[src/hw/rtl/page_table_walker_defines.svh]
// Assertion macros for the page table walker RTL.
`ifndef PAGE_TABLE_WALKER_DEFINES_SVH
`define PAGE_TABLE_WALKER_DEFINES_SVH

`ifndef NO_ASSERTIONS
`define PTW_ASSERT_IMP(label, clk, rst_n, ante, cons) \
    label: assert property (@(posedge clk) disable iff (!rst_n) (ante) |-> (cons)) \
        else $error("page_table_walker: same-cycle check failed");
`define PTW_ASSERT_NEXT(label, clk, rst_n, ante, cons) \
    label: assert property (@(posedge clk) disable iff (!rst_n) (ante) |=> (cons)) \
        else $error("page_table_walker: next-cycle check failed");
`else
`define PTW_ASSERT_IMP(label, clk, rst_n, ante, cons)
`define PTW_ASSERT_NEXT(label, clk, rst_n, ante, cons)
`endif

`endif

[src/hw/rtl/ptw_pkg.sv]
// Types and constants of the page table walker.
package ptw_pkg;

    localparam int VA_W       = 48;
    localparam int ENTRY_W    = 64;
    localparam int RD_ADDR_W  = 36;
    localparam int PA_W       = 52;
    localparam int IDX_W      = 9;
    localparam int CFG_W      = 64;
    localparam int CFG_ADDR_W = 3;
    localparam int ROOT_W     = 36;

    localparam int PRESENT_BIT = 0;
    localparam int LARGE_BIT   = 7;

    localparam logic OP_TRANSLATE = 1'b0;
    localparam logic OP_ENTRY     = 1'b1;

    localparam logic KIND_READ = 1'b0;
    localparam logic KIND_DONE = 1'b1;

    localparam logic [CFG_ADDR_W-1:0] REG_ROOT_TABLE_BASE = 3'd0;

    typedef enum logic [3:0] {
        LVL_PML4 = 4'b0001,
        LVL_PDPT = 4'b0010,
        LVL_PD   = 4'b0100,
        LVL_PT   = 4'b1000
    } t_level;

    typedef struct packed {
        logic             busy;
        t_level           level;
        logic [VA_W-1:0]  va;
    } t_walk_state;

    typedef struct packed {
        logic                 valid;
        logic                 kind;
        logic [RD_ADDR_W-1:0] read_address;
        logic [PA_W-1:0]      phys_addr;
        logic                 fault;
    } t_walk_result;

endpackage

[src/hw/rtl/ptw_step.sv]
// One walk step: next walk state and result for a request or returned entry.
module ptw_step #(
    parameter int PHYS_ADDR_BITS = 36
) (
    input  logic [ptw_pkg::ROOT_W-1:0]  i_root_table_base,
    input  logic                        i_operation,
    input  logic [ptw_pkg::VA_W-1:0]    i_virtual_address,
    input  logic [ptw_pkg::ENTRY_W-1:0] i_table_entry,
    input  ptw_pkg::t_walk_state        i_state,
    output ptw_pkg::t_walk_state        o_next_state,
    output ptw_pkg::t_walk_result       o_result
);
    import ptw_pkg::*;

    localparam int PB = PHYS_ADDR_BITS;

    logic [PA_W-1:0]      root_ext;
    logic [PB-1:0]        root_frame;
    logic [PB-1:0]        root_addr;
    logic [PA_W-1:0]      root_addr_ext;
    logic [IDX_W-1:0]     idx_next;
    logic [PB-1:0]        table_addr;
    logic [PA_W-1:0]      table_addr_ext;
    logic [PA_W-1:0]      pa_1g;
    logic [PA_W-1:0]      pa_2m;
    logic [PA_W-1:0]      pa_4k;
    logic                 frame_zero;
    logic [VA_W-1:0]      sva;

    assign sva           = i_state.va;
    assign root_ext      = PA_W'(i_root_table_base);
    assign root_frame    = {root_ext[PB-1:4], 4'b0000};
    assign root_addr     = root_frame + PB'({i_virtual_address[47:39], 3'b000});
    assign root_addr_ext = PA_W'(root_addr);

    always_comb begin
        unique case (i_state.level)
            LVL_PML4: idx_next = sva[38:30];
            LVL_PDPT: idx_next = sva[29:21];
            default:  idx_next = sva[20:12];
        endcase
    end

    assign table_addr     = {i_table_entry[PB-1:12], idx_next, 3'b000};
    assign table_addr_ext = PA_W'(table_addr);
    assign pa_1g          = {i_table_entry[51:30], sva[29:0]};
    assign pa_2m          = PA_W'({i_table_entry[PB-1:21], sva[20:0]});
    assign pa_4k          = PA_W'({i_table_entry[PB-1:12], sva[11:0]});
    assign frame_zero     = (i_table_entry[PB-1:12] == '0);

    always_comb begin
        o_next_state = i_state;
        o_result     = '0;
        if (i_operation == OP_TRANSLATE) begin
            o_next_state.busy     = 1'b1;
            o_next_state.level    = LVL_PML4;
            o_next_state.va       = i_virtual_address;
            o_result.valid        = 1'b1;
            o_result.kind         = KIND_READ;
            o_result.read_address = root_addr_ext[RD_ADDR_W-1:0];
        end else if (i_state.busy) begin
            o_result.valid = 1'b1;
            if (!i_table_entry[PRESENT_BIT]) begin
                o_next_state.busy  = 1'b0;
                o_next_state.level = LVL_PML4;
                o_result.kind      = KIND_DONE;
                o_result.fault     = 1'b1;
            end else begin
                unique case (i_state.level)
                    LVL_PML4: begin
                        o_next_state.level    = LVL_PDPT;
                        o_result.kind         = KIND_READ;
                        o_result.read_address = table_addr_ext[RD_ADDR_W-1:0];
                    end
                    LVL_PDPT: begin
                        if (i_table_entry[LARGE_BIT]) begin
                            o_next_state.busy  = 1'b0;
                            o_next_state.level = LVL_PML4;
                            o_result.kind      = KIND_DONE;
                            o_result.phys_addr = pa_1g;
                        end else begin
                            o_next_state.level    = LVL_PD;
                            o_result.kind         = KIND_READ;
                            o_result.read_address = table_addr_ext[RD_ADDR_W-1:0];
                        end
                    end
                    LVL_PD: begin
                        if (i_table_entry[LARGE_BIT]) begin
                            o_next_state.busy  = 1'b0;
                            o_next_state.level = LVL_PML4;
                            o_result.kind      = KIND_DONE;
                            o_result.phys_addr = pa_2m;
                        end else begin
                            o_next_state.level    = LVL_PT;
                            o_result.kind         = KIND_READ;
                            o_result.read_address = table_addr_ext[RD_ADDR_W-1:0];
                        end
                    end
                    default: begin
                        o_next_state.busy  = 1'b0;
                        o_next_state.level = LVL_PML4;
                        o_result.kind      = KIND_DONE;
                        if (frame_zero) begin
                            o_result.fault = 1'b1;
                        end else begin
                            o_result.phys_addr = pa_4k;
                        end
                    end
                endcase
            end
        end
    end

endmodule

[src/hw/rtl/page_table_walker.sv]
// Four-level page table walker top level: input stage, step logic, result stage.
// An accepted beat passes the input stage, then the result stage that drives m_tvalid.
// Throughput: one beat per cycle; input stage advances whenever the result stage is free.
// Entry beats while no walk is active give no result beat.
// Reset (synchronous, active low) empties both stages, idles the walk, clears the root base.
`include "page_table_walker_defines.svh"

module page_table_walker #(
    parameter int PHYS_ADDR_BITS = 36
) (
    input  logic                           i_clk,
    input  logic                           i_rst_n,
    // APB configuration
    input  logic                           psel,
    input  logic                           penable,
    input  logic                           pwrite,
    input  logic [ptw_pkg::CFG_ADDR_W-1:0] paddr,
    input  logic [ptw_pkg::CFG_W-1:0]      pwdata,
    output logic [ptw_pkg::CFG_W-1:0]      prdata,
    output logic                           pready,
    // input stream
    input  logic                           s_tvalid,
    output logic                           s_tready,
    input  logic [111:0]                   s_tdata,  // virtual_address[47:0], table_entry[111:48]
    input  logic [0:0]                     s_tuser,  // operation
    // result stream
    output logic                           m_tvalid,
    input  logic                           m_tready,
    output logic [95:0]                    m_tdata,  // read_address[35:0],
                                                     // phys_addr[87:36], fault[88]
    output logic [0:0]                     m_tuser   // result_kind
);
    import ptw_pkg::*;

    logic                 root_wr;
    logic [ROOT_W-1:0]    r_root;
    logic                 r_in_valid;
    logic                 r_in_op;
    logic [VA_W-1:0]      r_in_va;
    logic [ENTRY_W-1:0]   r_in_entry;
    t_walk_state          r_state;
    t_walk_state          n_state;
    t_walk_result         n_result;
    logic                 r_out_valid;
    logic                 r_out_kind;
    logic [RD_ADDR_W-1:0] r_out_read_address;
    logic [PA_W-1:0]      r_out_phys_addr;
    logic                 r_out_fault;
    logic                 advance;

    assign pready  = 1'b1;
    assign root_wr = psel && penable && pwrite && (paddr == REG_ROOT_TABLE_BASE);
    assign prdata  = (paddr == REG_ROOT_TABLE_BASE) ? CFG_W'(r_root) : '0;

    always_ff @(posedge i_clk) begin
        if (!i_rst_n) begin
            r_root <= '0;
        end else if (root_wr) begin
            r_root <= pwdata[ROOT_W-1:0];
        end
    end

    assign advance  = r_in_valid && (!r_out_valid || m_tready);
    assign s_tready = !r_in_valid || advance;

    always_ff @(posedge i_clk) begin
        if (!i_rst_n) begin
            r_in_valid <= 1'b0;
        end else if (s_tready) begin
            r_in_valid <= s_tvalid;
        end
    end

    always_ff @(posedge i_clk) begin
        if (s_tvalid && s_tready) begin
            r_in_op    <= s_tuser[0];
            r_in_va    <= s_tdata[47:0];
            r_in_entry <= s_tdata[111:48];
        end
    end

    ptw_step #(
        .PHYS_ADDR_BITS (PHYS_ADDR_BITS)
    ) u_step (
        .i_root_table_base (r_root),
        .i_operation       (r_in_op),
        .i_virtual_address (r_in_va),
        .i_table_entry     (r_in_entry),
        .i_state           (r_state),
        .o_next_state      (n_state),
        .o_result          (n_result)
    );

    always_ff @(posedge i_clk) begin
        if (!i_rst_n) begin
            r_state <= '{busy: 1'b0, level: LVL_PML4, va: '0};
        end else if (advance) begin
            r_state <= n_state;
        end
    end

    always_ff @(posedge i_clk) begin
        if (!i_rst_n) begin
            r_out_valid <= 1'b0;
        end else if (!r_out_valid || m_tready) begin
            r_out_valid <= advance && n_result.valid;
        end
    end

    always_ff @(posedge i_clk) begin
        if (advance && (!r_out_valid || m_tready)) begin
            r_out_kind         <= n_result.kind;
            r_out_read_address <= n_result.read_address;
            r_out_phys_addr    <= n_result.phys_addr;
            r_out_fault        <= n_result.fault;
        end
    end

    assign m_tvalid = r_out_valid;
    assign m_tuser  = r_out_kind;
    assign m_tdata  = {7'b0, r_out_fault, r_out_phys_addr, r_out_read_address};

    `PTW_ASSERT_IMP(a_fault_zero_pa, i_clk, i_rst_n, r_out_valid && r_out_fault,
        (r_out_kind == KIND_DONE) && (r_out_phys_addr == '0))
    `PTW_ASSERT_IMP(a_read_shape, i_clk, i_rst_n, r_out_valid && (r_out_kind == KIND_READ),
        !r_out_fault && (r_out_phys_addr == '0) && (r_out_read_address[2:0] == 3'b000))
    `PTW_ASSERT_NEXT(a_done_idles, i_clk, i_rst_n,
        advance && n_result.valid && (n_result.kind == KIND_DONE),
        !r_state.busy && r_out_valid)

endmodule
[config.mk]
export PLATFORM = sky130hd
export DESIGN_NAME = page_table_walker
export DESIGN_NICKNAME = d
export VERILOG_FILES = /design/src/hw/rtl/ptw_pkg.sv /design/src/hw/rtl/ptw_step.sv /design/src/hw/rtl/page_table_walker.sv
export VERILOG_INCLUDE_DIRS = /design/src /design/src/hw/rtl
export SDC_FILE = /design/constraint.sdc
export NUM_CORES = 1
export LEC_CHECK = 0
export BUFFER_PORTS_ARGS = -buffer_cell sky130_fd_sc_hd__buf_2
export CAP_MARGIN = 20
export CORE_UTILIZATION = 40
export CTS_CLUSTER_DIAMETER = 30
export DETAILED_ROUTE_END_ITERATION = 8
export GPL_ROUTABILITY_DRIVEN = 0
export MAX_ROUTING_LAYER = met4
export PLACE_DENSITY = 0.7
export SYNTH_ARGS = -nofsm -noshare
export SYNTH_HDL_FRONTEND = slang
export SYNTH_SLANG_ARGS = --single-unit
[constraint.sdc]
create_clock -name i_clk -period 3.35 [get_ports i_clk]
set_input_delay 0.1675 -clock i_clk [delete_from_list [all_inputs] [get_ports i_clk]]
set_output_delay 0.1675 -clock i_clk [all_outputs]
set_load 0.02 [all_outputs]
Yosys cells after proc, flatten, opt, wreduce, memory -nomap -nowiden
Cells that the tools add are included.
- flip-flop bits (word level): 273
- input bits: 187
- output and inout bits: 164
- add/subtract/negate cells: 1
- equality and inequality tests: 4
- multiplexer cells: 25
- bitwise operators: 1
- reduce and logical (&&, ||, !) cells: 19
- operator list (cell ; count):
    $pmux 52 s3 ; 1
    $mux 36 ; 4
    $mux 91 ; 1
    $mux 88 ; 1
    $pmux 36 s2 ; 1
    $mux 52 ; 1
    $mux 38 ; 1
    $add 36x12->36 ; 1
    $logic_not 24->1 ; 1
    $pmux 9 s2 ; 1
    $mux 5 ; 3
    $pmux 4 s3 ; 1
    $logic_and 1x1->1 ; 7
    $mux 1 ; 6
    $reduce_and 2->1 ; 3
    $eq 4x1->1 const B ; 1
    $eq 4x2->1 const B ; 1
    $eq 4x3->1 const B ; 1
    $mux 4 ; 1
    $pmux 1 s2 ; 2
    $logic_not 3->1 ; 1
    $mux 3 ; 1
    $reduce_and 3->1 ; 1
    $reduce_or 3->1 ; 1
    5 further kinds ; 7

Longest topological paths before layout
Gate-level depths: netlist (run 1).
- depth in word-level cells: 8
- mapped depth: 8
- mapped depth without buffers: 7

Modules after synthesis
Synthesis (run 1) repeated with hierarchy kept, for this count alone.
- cells, all modules: 1113
- area total of the unflattened synthesis: 13011.2 um^2
- by module, submodules not included (module ; instances ; cells an instance ; area each (um^2) ; seq. area each (um^2)):
    page_table_walker ; 1 ; 692 ; 10307.4 ; 7917.6
    ptw_step ; 1 ; 421 ; 2703.8 ; 0.0

Worst setup path before layout (run 1)
No wires, ideal clock.
- path kind: reg-to-reg
- start point: reg r_out_valid, in the netlist m_tvalid
- end point: reg r_state[49] in the netlist's numbering
- arrival: 3.302 ns
- required time: 3.226 ns
- path slack: -0.076 ns
- cell stages (with the launch flop): 7
- cells stage by stage: dfxtp_1 -> nand2b_1 -> nand2_1 -> inv_1 -> o21ai_0 -> a32oi_1 -> nor2b_1
- cells in the longest elaborated chain, start to end: 4
- ends and longest elaborated chain (element ; RTL line ; RTL):
    from (decl) ; page_table_walker.sv:44 ; logic r_out_valid;
    from (signal assigned) ; page_table_walker.sv:106 ; r_out_valid <= advance && n_result.valid;
    $logic_not 1->1 ; page_table_walker.sv:63 ; assign advance = r_in_valid && (!r_out_valid || m_tready);
    $logic_or 1x1->1 ; page_table_walker.sv:63 ;
    $logic_and 1x1->1 ; page_table_walker.sv:63 ;
    net advance ; page_table_walker.sv:49 ; logic advance;
    $reduce_and 2->1 (no line) ; n/a ;
    to (signal assigned) ; page_table_walker.sv:96 ; r_state <= '{busy: 1'b0, level: LVL_PML4, va: '0};
    to (signal assigned) ; page_table_walker.sv:98 ; r_state <= n_state;
    to (decl) ; page_table_walker.sv:41 ; t_walk_state r_state;
The timed path passes the listed nets, and every way through them passes these cells.
A chain may end at the register's enable or synchronous reset.

==> results of run 1 <==
cells by family (layout without fill, tap and decap cells):
| logic type | Yosys count | after routing | share of synthesized area |
|---|---|---|---|
| buf+inv | 98 | 527 | 0.0490 |
| flops | 260 | 260 | 0.632 |
| other cells | 2 | 41 | 0.000679 |
| compound gates | 204 | 204 | 0.139 |
| xor+xnor | 28 | 28 | 0.0222 |
| simple gates | 336 | 336 | 0.146 |
| fa+ha+maj | 9 | 9 | 0.0109 |
metal layers:
metal	up-vias	routed length [um]
met5	-	0
met4	0	701
met3	59	2230
met2	321	15500
met1	4184	12600
li1	4145	-
worst max-delay path, stage by stage (launching register included):
cell      delay (ns)
edfxtp_1        0.36
ha_1            0.23
fa_1            0.44
a211oi_1        0.25
o21a_1          0.59
a211oi_1        0.19
xnor2_1         0.20
o21ai_0         0.09
report_power, final:
part,internal [W],switching [W]
Combinational,0.000236,0.000292
Sequential,0.00357,0.0000720
Clock,0.00394,0.00201
final cells by class:
class | instances | area share
flip-flops and latches | 260 | 0.437
multi-input cells | 616 | 0.230
repair buffers | 408 | 0.172
clock buffers | 63 | 0.0939
clock inverters | 49 | 0.0385
well taps | 341 | 0.0267
inverters | 7 | 0.00188
diodes | 2 | 0.000313
repair_timing:
item / CTS / global route
resized for setup: 0 / 0
hold buffers: 130 / 0
endpoints found under the hold margin: 129 / 0
placed cells by master, fill, tap and decap left out, types with 5 or more instances in the layout:
cell / instances
nand3_1: 6
clkbuf_16: 59
clkinvlp_4: 10
nand4_1: 6
inv_6: 10
ha_1: 8
inv_1: 5
clkinv_1: 6
bufinv_16: 8
buf_4: 16
a22oi_1: 12
and3_1: 7
edfxtp_1: 178
nor4_1: 7
clkinv_4: 6
o22ai_1: 6
o21ai_1: 7
xnor2_1: 15
xor2_1: 13
a211oi_1: 5
a21boi_0: 78
nor2_1: 15
dlygate4sd3_1: 130
a22o_1: 20
nand2_1: 194
clkinv_8: 5
dfxtp_1: 82
buf_2: 261
and2_1: 73
o21ai_0: 20
conb_1: 39
a21oi_1: 19
how the worst max path moves through the flow:
stage,to,startpoint,slack [ns]
2_1_floorplan,r_in_entry[0],m_tvalid,0.1
3_3_place_gp,r_out_read_address[16],r_in_va[40],0.80
3_5_place_dp,r_out_read_address[16],r_in_va[40],0.74
4_1_cts,r_out_read_address[16],r_in_va[40],0.71
5_1_grt,r_out_read_address[16],r_in_va[40],0.38
6_report,r_out_read_address[16],r_in_va[40],0.71
metrics by stage:
step	setup slack [ns]	total power, W	cells	hold slack, ns	util
after global routing	0.377	0.0104	1746	0.134	0.592
after floorplan	0.0962	0.00394	974	0.266	-
final	0.708	0.0101	1746	0.121	0.592
after global placement	0.796	0.00410	1502	0.344	0.465
after CTS	0.708	0.0102	1744	0.0984	0.592
after detailed placement	0.741	0.00410	1502	0.346	0.465
state kept, by name, indices dropped and copies added, names as in the netlist:
name and flops:
r_in_valid 1, r_in_entry 42, m_tvalid 1, r_out_read_address 33, r_in_va 48, r_out_fault 1
m_tuser 1, r_out_phys_addr 52, r_root 36, r_state 44, r_in_op 1
==> impl_metrics.toml, run 1 <==
[status]
run_status = "completed"

[layout]
finalInstanceArea_um2 = 16000
multiInputGateArea_um2 = 3680
nFillCells = 2163
finish.net_count = 1548
fraction_of_final_layout_cells_sized_beyond_drive_strength_1 = 0.287
ff_latch_area_um2 = 6990
layout_area_overhead_pct = 44.6

[logic_synthesis]
synth.area.top_cells = "edfxtp_1 48%, dfxtp_1 15%, nand2_1 6.6%"
synth_edf_count = 178
netlist.top_cell.by_area = "edfxtp_1"
postSynthRegisterBits = 260
synthFlopType = "edfxtp_1"
synth_top_area_frac = 0.483
yosysMostFrequentCell = "nand2_1"
synth.yosys.seq_area_share = 0.632
syn-cell-area_um2 = 11100
post_synth_num_cell_types = 60
ys_async_sr_fraction = 0
syn_area_per_cell_um2 = 11.8
yosys_warnings = 0
ys_top_cells_by_count = "194 x nand2_1, 178 x edfxtp_1, 82 x dfxtp_1"
synth_cells = 937

[grt]
grt_start_max_net_pins = 57
track_usage = 0.224
busiest_layer = "met2"
global_route.overflow_total = 0
gr-usage-met2 = 0.376
groute.layer.met3.usage = 0.0527
grt.met1_usage = 0.263
initial_antenna_violation_count = 2
grt_pass1_wl_um = 47200
number_of_global_route_vias_before_repair = 8668

[hold_path]
hold_path.class = "input pin to flop"
worstHoldEndpoint = "r_state[48]"
timing.hold.worst_path_depth = 2
hold_path_startpoint = "i_rst_n"

[power]
vdd.ir_drop.worst_mv = 0.517
total_leakage_power_nw = 6.27
power_density_nw_per_um2 = 633

[floorplan]
initial_core_util = 0.409
std_cell_rows = 60
die_w_um = 168
die_h_um = 168
floorplan.io_pins = 351
coreArea_um2 = 27000
fp.dieArea_um2 = 28300

[setup_path]
critPathKind = "flop to flop"
worst_r2r_path_depth = 7
arrival_ns = 2.92
critical_path.reg2reg.endpoint = "r_out_read_address[16]"
ff2ff_setup_slack_ns = 0.71
crit_end_category = "flop"
worstReg2RegStart = "r_in_va[40]"
cp-start-kind = "flop"
crit_fanout = 13
critical_path_required_time_ns = 3.63

[clocking]
cts_inserted_buffers = 59
post-cts-setup-buffer-count = 0
cts_tree = "yes"
insertion_delay_ns = 0.56
tritoncts_num_sinks = 260
cts_max_path_buffers = 3
cts_max_level = 2
root_buffer = "clkbuf_16"
clk_pin_slew_worst_paths_ns = 0.05

[sta]
period_needed_ns = 2.64
final_min_period_over_clock_period = 0.789
worst_clock_skew_ns = 0.0313
max_freq_mhz = 379
hold_vio_cnt_final = 0
slew_headroom = 0.399
finalSetupViolations = 0
grt_setup_unrepaired = "false"
worstMarginPinSlew_ns = 0.889
setup_total_negative_slack_ns = 0
finalMaxSlewViolations = 0

[job]
drv.max_cap_violation_count = 0

[route]
route.vias.total = 8709
dr.first_iter.drc_count = 614
antenna_violating_nets_post_route = 0
detail_route.first_pass.iterations = 4
routed_wire_length_per_instance_um = 17.8
final_routed_drc_violation_total = 0
via_per_inst = 4.99
wirelength_um = 31100

[placement]
port_buffers = 261
dpl-instance-area_um2 = 12600
hpwlAfterDp_um = 20200
Power figures use the tool's default switching activity.
==> run 2, diff against run 1 <==
--- a/config.mk
+++ b/config.mk
@@ -6,6 +6,7 @@
 export SDC_FILE = /design/constraint.sdc
 export NUM_CORES = 1
 export LEC_CHECK = 0
+export ABC_AREA = 1
 export BUFFER_PORTS_ARGS = -buffer_cell sky130_fd_sc_hd__buf_2
 export CAP_MARGIN = 20
 export CORE_UTILIZATION = 40
@@ -13,7 +14,7 @@
 export DETAILED_ROUTE_END_ITERATION = 8
 export GPL_ROUTABILITY_DRIVEN = 0
 export MAX_ROUTING_LAYER = met4
-export PLACE_DENSITY = 0.7
+export PLACE_DENSITY = 0.67
 export SYNTH_ARGS = -nofsm -noshare
 export SYNTH_HDL_FRONTEND = slang
 export SYNTH_SLANG_ARGS = --single-unit
==> constraint.sdc (replaced) <==
create_clock -name i_clk -period 2.56 [get_ports i_clk]
set_input_delay 0.128 -clock i_clk [delete_from_list [all_inputs] [get_ports i_clk]]
set_output_delay 0.128 -clock i_clk [all_outputs]
set_load 0.02 [all_outputs]
==> impl_metrics.toml, run 2 <==
[status]
run_status = "completed"

[logic_synthesis]
ys_async_sr_fraction = 0
post_synth_num_cell_types = 33
synthFlopType = "edfxtp_1"
yosys_warnings = 0
synth_cells = 1163
netlist.top_cell.by_area = "edfxtp_1"
postSynthRegisterBits = 260
ys_top_cells_by_count = "235 x nand2_1, 178 x edfxtp_1, 151 x nor2_1"
yosysMostFrequentCell = "nand2_1"
synth.yosys.seq_area_share = 0.625
syn-cell-area_um2 = 11200
syn_area_per_cell_um2 = 9.61
synth_top_area_frac = 0.478
synth.area.top_cells = "edfxtp_1 48%, dfxtp_1 15%, nand2_1 7.9%"
synth_edf_count = 178

[layout]
multiInputGateArea_um2 = 3400
final_cell_mix = "261 x buf_2, 235 x nand2_1, 178 x edfxtp_1"
fraction_of_final_layout_cells_sized_beyond_drive_strength_1 = 0.237
finalInstanceArea_um2 = 15700
biggestRegsByFlops = "r_out_phys_addr: 52 flops, r_in_va: 48 flops, r_state: 44 flops"
largest_register_ffs = 52
diodes_inserted = 0
registers.top_by_ff_count = "r_out_phys_addr"
ff_latch_area_um2 = 6990
finish.net_count = 1768
postLayoutCoreUtil = 0.579
nFillCells = 2330
final_common_cell = "buf_2"
layout_area_overhead_pct = 40.9

[floorplan]
coreArea_um2 = 27200
initial_core_util = 0.411
die_w_um = 169
floorplan.io_pins = 351
std_cell_rows = 60
fp.dieArea_um2 = 28600
die_h_um = 169

[route]
final_routed_drc_violation_total = 0
route.vias.total = 9639
via_per_inst = 4.86
antenna_violating_nets_post_route = 0
routed_wire_length_per_instance_um = 16.0
wirelength_um = 31700
dr.first_iter.drc_count = 754
detail_route.first_pass.iterations = 5

[setup_path]
critical-path-slowest-cell = "fa_1"
critPathKind = "flop to flop"
worstReg2RegStart = "r_in_va[40]"
cp_top_family = "simple AND/OR/NAND/NOR gates"
cp-start-kind = "flop"
arrival_ns = 2.48
cpPeakStageDelay_ns = 0.38
critPathMostFrequentCell = "nand2_1"
critical_path_required_time_ns = 2.85
crit_fanout = 6
critical_path.reg2reg.endpoint = "r_out_read_address[22]"
ff2ff_setup_slack_ns = 0.37
worst_r2r_path_depth = 12
crit_path_end = "r_out_read_address[22]"
timing.critical_path.depth = 12
crit_end_category = "flop"
cp_num_buf_inv = 0
timing.critical_path.cells = "ha_1 > fa_1 > nand2_1 > nand3_1 > nand3_1 > nand2_1 > nand2_1 > nand2_1 > nand2_1 > nand2_1 > nand3_1 > nand2_1"
critPathLaunch = "r_in_va[40]"

[clocking]
cts_inserted_buffers = 49
cts_tree = "yes"
clk_pin_slew_worst_paths_ns = 0.05
cts_max_path_buffers = 3
insertion_delay_ns = 0.54
tritoncts_num_sinks = 260
post-cts-setup-buffer-count = 0
root_buffer = "clkbuf_16"
cts_max_level = 2

[grt]
initial_antenna_violation_count = 0
global_route.overflow_total = 0
grt_pass1_wl_um = 48600
track_usage = 0.227
grt_start_max_net_pins = 92
number_of_global_route_vias_before_repair = 9351

[placement]
dpl-instance-area_um2 = 12700
place_ws_ns = 0.263
hpwlAfterDp_um = 21500
port_buffers = 261

[sta]
max_freq_mhz = 456
final_min_period_over_clock_period = 0.857
setup_total_negative_slack_ns = 0
worst_clock_skew_ns = 0.0188
period_needed_ns = 2.19
finalSetupViolations = 0
hold_vio_cnt_final = 0
fin_ws_ns = 0.367
finalMaxSlewViolations = 0
grt_setup_unrepaired = "false"
worstMarginPinSlew_ns = 0.610
slew_headroom = 0.593

[power]
total_leakage_power_nw = 6.59
power_density_nw_per_um2 = 762
vdd.ir_drop.worst_mv = 0.621

[hold_path]
hold_path.class = "input pin to flop"

[job]
drv.max_cap_violation_count = 0
[run 2: cell count changes after synthesis, sizes merged, moves of 10 or more]
| cell | previous run | this run |
|---|---|---|
| a31oi | 1 | 11 |
| xor2 | 13 | 0 |
| a22oi | 12 | 0 |
| a21boi | 78 | 0 |
| nor3 | 5 | 31 |
| a21oi | 20 | 79 |
| nand2 | 194 | 236 |
| and2 | 74 | 0 |
| a22o | 20 | 0 |
| xnor2 | 15 | 0 |
| nand3 | 7 | 72 |
| o21ai | 27 | 89 |
| nor2 | 17 | 156 |
| inv | 6 | 106 |
[run 2: what timing repair did]
action / 4_1_cts / 5_1_grt
resized for setup: 0 / 1
setup endpoints to repair: 0 / 1
hold endpoints to repair: 134 / 0
hold buffers: 130 / 0
[run 2: worst min path at each step]
stage	to	start	cells after the start	slack [ns]
after floorplan	r_in_entry[0]	s_tdata[48]	0	0.23
after global placement	r_in_entry[46]	s_tdata[94]	1	0.31
after detailed placement	r_in_va[23]	s_tdata[23]	1	0.31
after CTS	r_root[30]	penable	4	0.27
after global routing	r_in_va[4]	s_tdata[4]	2	0.29
final	r_root[28]	penable	4	0.29
[run 2: cells by family after synthesis]
group / Yosys count / synth area share
adders and majority gates: 9 / 0.0108
and+or+nand+nor: 508 / 0.189
AOI/OAI and AO/OA: 189 / 0.0905
other: 2 / 0.000672
DFF: 260 / 0.625
buffers and inverters: 195 / 0.0837
[run 2: stage by stage]
step	hold slack [ns]	total power [W]	cells
2_1_floorplan	0.227	0.00527	1200
3_3_place_gp	0.306	0.00549	1763
3_5_place_dp	0.306	0.00551	1763
4_1_cts	0.273	0.0121	1985
5_1_grt	0.285	0.0124	1985
6_report	0.286	0.0120	1985
[run 2: layout make-up]
cell class	count	area share
Sequential cell	260	0.444
Multi-Input combinational cell	745	0.216
Timing Repair Buffer	409	0.177
Clock buffer	60	0.0885
Tap cell	372	0.0296
Inverter	107	0.0260
Clock inverter	32	0.0188
[run 2: worst min-delay path: stages]
cell,delay [ns]
buf_2,0.07
nand4_1,0.07
buf_4,0.31
a21oi_1,0.20
[run 2: routing by layer]
| metal | vias up | GRT usage | routed length [um] |
|---|---|---|---|
| li1 | 4668 | - | - |
| met1 | 4504 | 0.294 | 13700 |
| met2 | 395 | 0.356 | 14900 |
| met3 | 72 | 0.0344 | 2040 |
| met4 | 0 | 0.0948 | 1090 |
| met5 | - | - | 0 |
[run 2: where the power goes]
group / leakage, nW / internal [W] / switching [W]
clock: 0.831 / 0.00421 / 0.00219
sequential: 2.42 / 0.00469 / 0.0000952
combinational: 3.34 / 0.000334 / 0.000472
